==> config.mk <==
export PLATFORM = sky130hd
export DESIGN_NAME = graph_traversal_engine_top
export DESIGN_NICKNAME = d
export VERILOG_FILES = /design/src/hw/rtl/gte_pkg.sv /design/src/hw/rtl/graph_traversal_engine_top.sv
export VERILOG_INCLUDE_DIRS = /design/src /design/src/hw/rtl
export SDC_FILE = /design/constraint.sdc
export NUM_CORES = 1
export LEC_CHECK = 0
export CORE_MARGIN = 1.5
export CORE_UTILIZATION = 57
export DETAILED_ROUTE_END_ITERATION = 12
export DONT_BUFFER_PORTS = 1
export HOLD_SLACK_MARGIN = 0.02
export PLACE_DENSITY_LB_ADDON = 0.08
export SETUP_SLACK_MARGIN = 0.15
export SLEW_MARGIN = 20
export SYNTH_ARGS = -nofsm -noshare
export SYNTH_HDL_FRONTEND = slang
export SYNTH_SLANG_ARGS = --single-unit
==> constraint.sdc <==
create_clock -name clk -period 3.5 [get_ports clk]
set_input_delay 1.05 -clock clk [delete_from_list [all_inputs] [get_ports clk]]
set_output_delay 1.05 -clock clk [all_outputs]
set_load 0.02 [all_outputs]
==> src/hw/rtl/graph_traversal_engine_top_assert.svh <==
// ----------------------------------------------------------------------------
// graph_traversal_engine_top_assert
// Assertion macros shared by the graph traversal engine RTL.
// ----------------------------------------------------------------------------
`ifndef GRAPH_TRAVERSAL_ENGINE_TOP_ASSERT_SVH
`define GRAPH_TRAVERSAL_ENGINE_TOP_ASSERT_SVH

// implication checked every clock, quiet during reset
`define GTE_ASSERT_IMP(label, ante, cons, msg) \
    label: assert property (@(posedge clk) disable iff (!rst_n) (ante) |-> (cons)) \
        else $error(msg);

// next-cycle implication
`define GTE_ASSERT_NXT(label, ante, cons, msg) \
    label: assert property (@(posedge clk) disable iff (!rst_n) (ante) |=> (cons)) \
        else $error(msg);

`endif

==> src/hw/rtl/gte_pkg.sv <==
// ----------------------------------------------------------------------------
// gte_pkg
// Shared types and constants of the graph traversal engine.
// ----------------------------------------------------------------------------
`default_nettype none
package gte_pkg;
    localparam int MAX_VERTICES = 16;
    localparam int MAX_DEGREE   = 8;
    localparam int VW  = 4;
    localparam int DW  = 3;
    localparam int TD  = MAX_VERTICES * MAX_DEGREE;
    localparam int TAW = 7;

    localparam logic [1:0] ST_VISIT = 2'd0;
    localparam logic [1:0] ST_STORED = 2'd1;
    localparam logic [1:0] ST_FULL = 2'd2;
    localparam logic [1:0] ST_BAD = 2'd3;

    localparam logic REG_MODE  = 1'b0;
    localparam logic REG_COUNT = 1'b1;

    typedef enum logic [2:0] {
        S_IDLE,
        S_POP,
        S_READ,
        S_CHECK,
        S_EMIT
    } state_t;
endpackage
`default_nettype wire

==> src/hw/rtl/graph_traversal_engine_top.sv <==
// ----------------------------------------------------------------------------
// graph_traversal_engine_top
// Stores a directed graph as per-vertex neighbour lists and walks it
// depth-first or breadth-first, emitting each reached vertex once.
// ----------------------------------------------------------------------------
// channel | direction | handshake         | payload
// request | in        | start & !busy     | action, source_vertex, target_vertex
// result  | out       | result_valid      | status, visited_vertex, last
// config  | in        | cfg_valid&ready   | cfg_index, cfg_data
//
// An add-edge request holds busy while S_EMIT resolves it, and its result is
// registered out of S_EMIT; a bad vertex answers the next cycle, never busy.
// A walk steps through S_READ and then S_CHECK for each stored neighbour
// entry, as the single neighbour-table read port feeds one compare path.
// Each reached vertex is held until the next one is reached so the final one
// can carry last; it leaves as the engine drops busy.
// Reset clears counts, registers and control; the table needs no clear.
// The receiver cannot stall: each result lasts one cycle.
// ----------------------------------------------------------------------------
`default_nettype none
`include "graph_traversal_engine_top_assert.svh"
module graph_traversal_engine_top (
    input  wire  logic                    clk,
    input  wire  logic                    rst_n,
    input  wire  logic                    start,
    output logic                          busy,
    input  wire  logic                    action,
    input  wire  logic [gte_pkg::VW-1:0]  source_vertex,
    input  wire  logic [gte_pkg::VW-1:0]  target_vertex,
    output logic                          result_valid,
    output logic [1:0]                    status,
    output logic [gte_pkg::VW-1:0]        visited_vertex,
    output logic                          last,
    input  wire  logic                    cfg_valid,
    output logic                          cfg_ready,
    input  wire  logic                    cfg_index,
    input  wire  logic [4:0]              cfg_data
);
    import gte_pkg::*;

    // neighbour memory: one write, one registered read
    logic [VW-1:0] table_mem [TD];
    logic [VW-1:0] rd_data_reg;
    logic          tbl_we;
    logic [TAW-1:0] tbl_waddr, tbl_raddr;

    logic [DW:0]   count_reg [MAX_VERTICES];
    logic [MAX_VERTICES-1:0] vis_reg, vis_next;
    // walk stack or queue, position per level
    logic [VW-1:0] wv_reg [MAX_VERTICES];
    logic [DW:0]   wp_reg [MAX_VERTICES];

    logic          mode_reg;
    logic [4:0]    vcount_reg;
    state_t        state_reg, state_next;
    logic [VW:0]   head_reg, head_next, tail_reg, tail_next;
    logic [VW-1:0] cur_reg, cur_next;
    logic [DW:0]   pos_reg, pos_next;
    logic [VW-1:0] pend_reg, pend_next;
    // reached vertex waiting for its successor or the end of the walk
    logic          hold_v_reg, hold_v_next;
    logic [VW-1:0] hold_vx_reg, hold_vx_next;

    logic          res_v_next;
    logic [1:0]    res_s_next;
    logic [VW-1:0] res_vx_next;
    logic          res_l_next;

    logic          wv_we, wp_we;
    logic [VW-1:0] wv_addr, wv_data, wp_addr;
    logic [DW:0]   wp_data;
    logic          cnt_inc;
    logic          walk_done;

    logic [4:0]    n_act;
    logic          w_ok;
    logic [DW:0]   cur_cnt;

    assign n_act     = (vcount_reg > 5'(MAX_VERTICES)) ? 5'(MAX_VERTICES) : vcount_reg;
    assign busy      = (state_reg != S_IDLE);
    assign cfg_ready = 1'b1;
    assign cur_cnt   = count_reg[cur_reg];
    // neighbour survives if in range and unvisited
    assign w_ok = ({1'b0, rd_data_reg} < n_act) && !vis_reg[rd_data_reg];

    always_ff @(posedge clk)
    begin
        if (tbl_we)
            table_mem[tbl_waddr] <= pend_reg;
        rd_data_reg <= table_mem[tbl_raddr];
        if (wv_we)
            wv_reg[wv_addr] <= wv_data;
        if (wp_we)
            wp_reg[wp_addr] <= wp_data;
    end

    always_ff @(posedge clk or negedge rst_n)
    begin
        if (!rst_n)
        begin
            state_reg    <= S_IDLE;
            mode_reg     <= 1'b0;
            vcount_reg   <= 5'd16;
            vis_reg      <= '0;
            head_reg     <= '0;
            tail_reg     <= '0;
            cur_reg      <= '0;
            pos_reg      <= '0;
            pend_reg     <= '0;
            hold_v_reg   <= 1'b0;
            hold_vx_reg  <= '0;
            result_valid <= 1'b0;
            status       <= '0;
            visited_vertex <= '0;
            last         <= 1'b0;
            for (int i = 0; i < MAX_VERTICES; i++)
                count_reg[i] <= '0;
        end
        else
        begin
            state_reg    <= state_next;
            vis_reg      <= vis_next;
            head_reg     <= head_next;
            tail_reg     <= tail_next;
            cur_reg      <= cur_next;
            pos_reg      <= pos_next;
            pend_reg     <= pend_next;
            hold_v_reg   <= hold_v_next;
            hold_vx_reg  <= hold_vx_next;
            result_valid <= res_v_next;
            status       <= res_s_next;
            visited_vertex <= res_vx_next;
            last         <= res_l_next;
            if (cnt_inc)
                count_reg[cur_reg] <= cur_cnt + 1'b1;
            if (cfg_valid && cfg_ready)
            begin
                unique case (cfg_index)
                    REG_MODE:  mode_reg   <= cfg_data[0];
                    REG_COUNT: vcount_reg <= cfg_data;
                    default:   ;
                endcase
            end
        end
    end

    always_comb
    begin
        state_next = state_reg;
        vis_next   = vis_reg;
        head_next  = head_reg;
        tail_next  = tail_reg;
        cur_next   = cur_reg;
        pos_next   = pos_reg;
        pend_next  = pend_reg;
        hold_v_next  = hold_v_reg;
        hold_vx_next = hold_vx_reg;
        res_v_next = 1'b0;
        res_s_next = ST_VISIT;
        res_vx_next = '0;
        res_l_next = 1'b0;
        tbl_we     = 1'b0;
        tbl_waddr  = {cur_reg, cur_cnt[DW-1:0]};
        tbl_raddr  = {cur_reg, pos_reg[DW-1:0]};
        wv_we = 1'b0; wv_addr = '0; wv_data = '0;
        wp_we = 1'b0; wp_addr = '0; wp_data = '0;
        cnt_inc = 1'b0;
        walk_done = 1'b0;

        unique case (state_reg)
            S_IDLE:
            begin
                if (start)
                begin
                    cur_next  = source_vertex;
                    pend_next = target_vertex;
                    if ({1'b0, source_vertex} >= n_act ||
                        (!action && {1'b0, target_vertex} >= n_act))
                    begin
                        res_v_next = 1'b1;
                        res_s_next = ST_BAD;
                        res_l_next = 1'b1;
                    end
                    else if (!action)
                        state_next = S_EMIT;   // add edge: resolve next cycle
                    else
                    begin
                        // seed the walk; hold the start vertex now in DFS
                        vis_next = '0;
                        vis_next[source_vertex] = 1'b1;
                        wv_we = 1'b1; wv_addr = '0; wv_data = source_vertex;
                        wp_we = 1'b1; wp_addr = '0; wp_data = '0;
                        head_next = mode_reg ? 5'd0 : 5'd1;
                        tail_next = 5'd1;
                        if (!mode_reg)
                        begin
                            hold_v_next  = 1'b1;
                            hold_vx_next = source_vertex;
                        end
                        state_next = S_POP;
                    end
                end
            end
            S_EMIT:
            begin
                // add-edge completion
                res_v_next = 1'b1;
                res_l_next = 1'b1;
                if (cur_cnt >= (DW+1)'(MAX_DEGREE))
                    res_s_next = ST_FULL;
                else
                begin
                    tbl_we  = 1'b1;
                    cnt_inc = 1'b1;
                    res_s_next = ST_STORED;
                end
                state_next = S_IDLE;
            end
            S_POP:
            begin
                if (mode_reg)
                begin
                    // dequeue; release the previous vertex and hold this one
                    cur_next     = wv_reg[head_reg[VW-1:0]];
                    head_next    = head_reg + 1'b1;
                    pos_next     = '0;
                    res_v_next   = hold_v_reg;
                    res_vx_next  = hold_vx_reg;
                    hold_v_next  = 1'b1;
                    hold_vx_next = wv_reg[head_reg[VW-1:0]];
                    state_next   = S_READ;
                end
                else if (head_reg == '0)
                begin
                    walk_done  = 1'b1;
                    state_next = S_IDLE;
                end
                else
                begin
                    cur_next   = wv_reg[head_reg[VW-1:0] - 1'b1];
                    pos_next   = wp_reg[head_reg[VW-1:0] - 1'b1];
                    state_next = S_READ;
                end
            end
            S_READ:
            begin
                if (pos_reg < cur_cnt && pos_reg < (DW+1)'(MAX_DEGREE))
                begin
                    pos_next   = pos_reg + 1'b1;
                    state_next = S_CHECK;
                end
                else if (mode_reg)
                begin
                    walk_done  = (head_reg == tail_reg);
                    state_next = (head_reg == tail_reg) ? S_IDLE : S_POP;
                end
                else
                begin
                    head_next  = head_reg - 1'b1;
                    walk_done  = (head_reg == 5'd1);
                    state_next = (head_reg == 5'd1) ? S_IDLE : S_POP;
                end
            end
            S_CHECK:
            begin
                state_next = S_READ;
                if (w_ok && mode_reg)
                begin
                    vis_next[rd_data_reg] = 1'b1;
                    wv_we = 1'b1; wv_addr = tail_reg[VW-1:0]; wv_data = rd_data_reg;
                    tail_next = tail_reg + 1'b1;
                end
                else if (w_ok)
                begin
                    // save the parent's scan position, push and descend
                    vis_next[rd_data_reg] = 1'b1;
                    wp_we = 1'b1; wp_addr = head_reg[VW-1:0] - 1'b1; wp_data = pos_reg;
                    wv_we = 1'b1; wv_addr = head_reg[VW-1:0]; wv_data = rd_data_reg;
                    head_next    = head_reg + 1'b1;
                    res_v_next   = hold_v_reg;
                    res_vx_next  = hold_vx_reg;
                    hold_v_next  = 1'b1;
                    hold_vx_next = rd_data_reg;
                    cur_next     = rd_data_reg;
                    pos_next     = '0;
                end
            end
            default: state_next = S_IDLE;
        endcase

        // end of walk: release the held vertex as the final result
        if (walk_done)
        begin
            res_v_next  = 1'b1;
            res_vx_next = hold_vx_reg;
            res_l_next  = 1'b1;
            hold_v_next = 1'b0;
        end
    end

    `GTE_ASSERT_IMP(a_last_has_strobe, last, result_valid, "last raised without a result")
    `GTE_ASSERT_IMP(a_edge_result_final, result_valid && (status != ST_VISIT), last, "edge or bad result not final")
    `GTE_ASSERT_IMP(a_edge_result_no_vertex, result_valid && (status != ST_VISIT), visited_vertex == '0, "vertex set on non-visit result")
    `GTE_ASSERT_NXT(a_walk_goes_busy, start && !busy && action && (5'(source_vertex) < n_act), busy, "valid walk request did not raise busy")

endmodule
`default_nettype wire
==> impl_metrics.yaml <==
outcome:
  status: "finished clean"
worst_setup_path:
  critPathMaxStageDelay_ps: 530
  cp.required_ps: 4000
  start_kind: "flip-flop"
  worstSetupPathType: "flip-flop to flip-flop"
  cp-end-kind: "flip-flop"
  slowest_stage: "mux4_2"
  path_cells: "buf_4, buf_16, mux4_2, mux4_2, inv_2, ha_4, o211ai_1, a221o_1, a31o_4, or4_4, mux2_4"
  arrival_ps: 3880
  crit_top_cell: "mux4_2"
  cp_max_fo: 6
sta:
  worst_pin_slew_ps: 910.6
  final_max_slew_viol_count: 0
  setup_viol: 0
  rsz0062_at_grt: "true"
  period_share_pct: 96.58
  hold-worst-slack_ps: 128.5
  skew_ps: 25.56
  finalHoldViolations: 0
  totalNegativeSetupSlack_ps: 0
  fin_ws_ps: 119.6
  slew-limit-headroom_pct: 39.29
  max_freq_ghz: 0.2958
  min_period_ps: 3380
yosys:
  synth_warnings: 0
  synth_compound_area_share_pct: 4.708
  synth_xor_area_share_pct: 0.2682
  syn-instance-count: 1886
  ys_seq_area_share_pct: 68.59
  yosys.area_share.simple_pct: 5.976
  synth_ff_type: "edfxtp_1"
  synth_top_family_by_area: "multiplexers"
  syn_nets: 1927
  async_flop_share_pct: 16.15
  synth_area_um2: 32660
  synth_cell_types: 69
  syn_area_per_cell_um2: 17.32
  ys_ff_latch: 768
  synth_edf_count: 640
  synthAdderAreaFrac_pct: 0.8428
  muxShareOfSynthArea_pct: 17.87
clock_network:
  cts-root-buf: "clkbuf_16"
  clk_latency_ps: 630
  cts.sinks: 768
  cts_tree: "built"
  htreeDepth: 3
  clk_pin_slew_ps: 70
  cts.path.max_buffers: 3
  numCtsBuffers: 76
  holdBufCountCts: 0
die:
  ioPinCount: 29
  core_um2: 56500
  die-area_um2: 58750
  dieWidth_um: 242.4
  start_util_pct: 57.81
  die_h_um: 242.4
  std_cell_rows: 87
cells_and_area:
  layout_common_cells: "edfxtp_1 (640), mux4_2 (229), nor2_1 (163)"
  largest_register_ffs: 512
  antenna_cells: 0
  n_fill_cell: 3839
  regMostFlops: "table_mem"
  layout_commonest_cell: "edfxtp_1"
  fin_nets: 2002
  final_area_um2: 36940
  drive_gt1_share_pct: 28.85
  areaGrowthSynthToFinish_pct: 13.11
  final_cell_count_no_fill: 2777
  fin_util_pct: 65.39
placed_design:
  gp_congestion: 0.8420
  dp.cells: 2631
  place_ws_ps: -25.12
  dpl_cell_area_um2: 34230
  io_buffers: 0
  hpwl_um: 49030
power:
  switchingPower_mw: 9.764
  power.density_nw_per_um2: 822.4
  pwr-share-clk_pct: 27.0
  sw_frac_of_total_pct: 32.14
  power_leakage_nw: 12.50
  ir_worst_vdd_v: 0.0004900
  p_int_mw: 20.62
  power_mw: 30.38
  p_comb_share_pct: 32.0
  power_frac_seq_pct: 41.0
global_routing:
  grt_pass1_vias: 18310
  antenna_found_initial: 0
  grt_overflow: 0
  grt_max_degree: 125
  grt_pass1_wl_um: 114400
  grt_usage_pct: 26.07
worst_hold_path:
  min_path_type: "primary input to async pin"
routing:
  vias_per_cell: 6.402
  drc: 0
  first_pass_iters: 5
  ant_nets: 0
  vias: 17780
  drtIter0Drc: 1691
  post_drt_wl_per_cell_um: 26.84
  wirelength_um: 74540
job:
  maxCapViolations: 0
final timing paths:
kind | start | end | slack [ps] | depth (start not counted)
min | rst_n | pend_reg[3]$_DFFE_PN0P_ | 130 | 0
min reg2reg | count_reg[7]$_DFFE_PN0P_ | count_reg[7]$_DFFE_PN0P_ | 460 | 1
max | cur_reg[0]$_DFFE_PN0P_ | head_reg[1]$_DFFE_PN0P_ | 120 | 11
max reg2reg | cur_reg[0]$_DFFE_PN0P_ | head_reg[1]$_DFFE_PN0P_ | 120 | 11
max in group asynchronous | rst_n | cur_reg[0]$_DFFE_PN0P_ | 3130 | 0
min in group clk | count_reg[7]$_DFFE_PN0P_ | count_reg[7]$_DFFE_PN0P_ | 460 | 1
kinds of logic (layout without fill, tap and decap cells):
group | count (synthesis) | in the layout
AOI/OAI and AO/OA | 232 | 232
xor gates and xnor gates | 10 | 10
adders and majority gates | 22 | 22
buffers and inverters | 141 | 276
DFF | 768 | 768
muxes | 285 | 285
other | 1 | 1
and+or+nand+nor | 427 | 427
final cells by class:
type | instances | area [µm²] | area share [%]
clock inverter | 47 | 483.0 | 1.307
inverter | 14 | 52.55 | 0.1422
timing repair buffer | 124 | 1105 | 2.990
multi-input combinational | 977 | 9902 | 26.80
tap | 756 | 945.9 | 2.560
clock buffer | 91 | 2021 | 5.470
sequential | 768 | 22440 | 60.73
worst max-delay path: cells and delay by family, from the launching register on:
kind / cells / cell delay [ps]
multiplexers: 3 / 1320
AO/OA/AOI/OAI: 3 / 630
AND/OR/NAND/NOR: 1 / 440
flip-flops: 1 / 380
buffers and inverters: 3 / 370
adder cells (fa/ha/maj): 1 / 130
what timing repair did:
item                                    4_1_cts  5_1_grt
buffers inserted                              6        1
hold endpoints to repair                      0        0
endpoints found under the setup margin        8      141
gates resized for setup                       9       29
gates cloned                                  1        0
pin swaps                                     2        6
synthesized netlist by cell type (4+ instances only):
cell	n	area, µm²
dfxtp_1	4	80.08
inv_1	13	48.80
nand3b_1	7	52.55
or3b_2	4	35.03
nor2_1	183	686.9
nand4_1	6	37.54
nand2b_1	14	87.58
a21oi_1	43	215.2
a41o_1	4	40.04
a31oi_1	13	81.33
clkbuf_1	85	319.1
a22oi_1	8	60.06
and3_1	5	31.28
nor2b_1	21	131.4
ha_1	22	275.3
o21a_1	19	142.6
a31o_2	12	105.1
nand3_1	17	85.08
edfxtp_1	640	19220
nand2_1	99	371.6
a221oi_1	6	52.55
dfrtp_1	123	3078
a211oi_1	13	97.59
mux2i_1	11	110.1
a22o_1	10	87.58
a221o_1	4	40.04
o41ai_1	4	35.03
mux2_2	39	439.2
buf_2	19	95.09
o21ai_0	65	325.3
nor4_1	4	25.02
o22a_1	8	70.07
mux4_2	229	5157
and2_1	12	75.07
nor3_1	33	165.2
nor3b_1	9	67.56
xnor2_1	8	70.07
buf_1	21	78.83
or2_2	4	25.02
per-layer routing:
| metal | vias to the layer above | track usage (%) | share of wire, % | wire, µm |
|---|---|---|---|---|
| li1 | 7697 | - | - | - |
| met1 | 9356 | 36.14 | 42 | 30960 |
| met2 | 594 | 42.70 | 50 | 37160 |
| met3 | 132 | 3.600 | 5.3 | 3974 |
| met4 | 0 | 9.816 | 3.3 | 2446 |
| met5 | - | 0 | 0 | 0 |
power groups by stage:
stage	sequential [mW]	clock, mW	combinational, mW
2_1_floorplan	12.2	0	6.46
3_3_place_gp	12.6	0	9.44
3_5_place_dp	12.6	0	9.58
4_1_cts	12.5	8.36	9.74
5_1_grt	12.6	8.69	10.4
6_report	12.5	8.19	9.73
No activity file was read; power rests on OpenSTA's default activity.
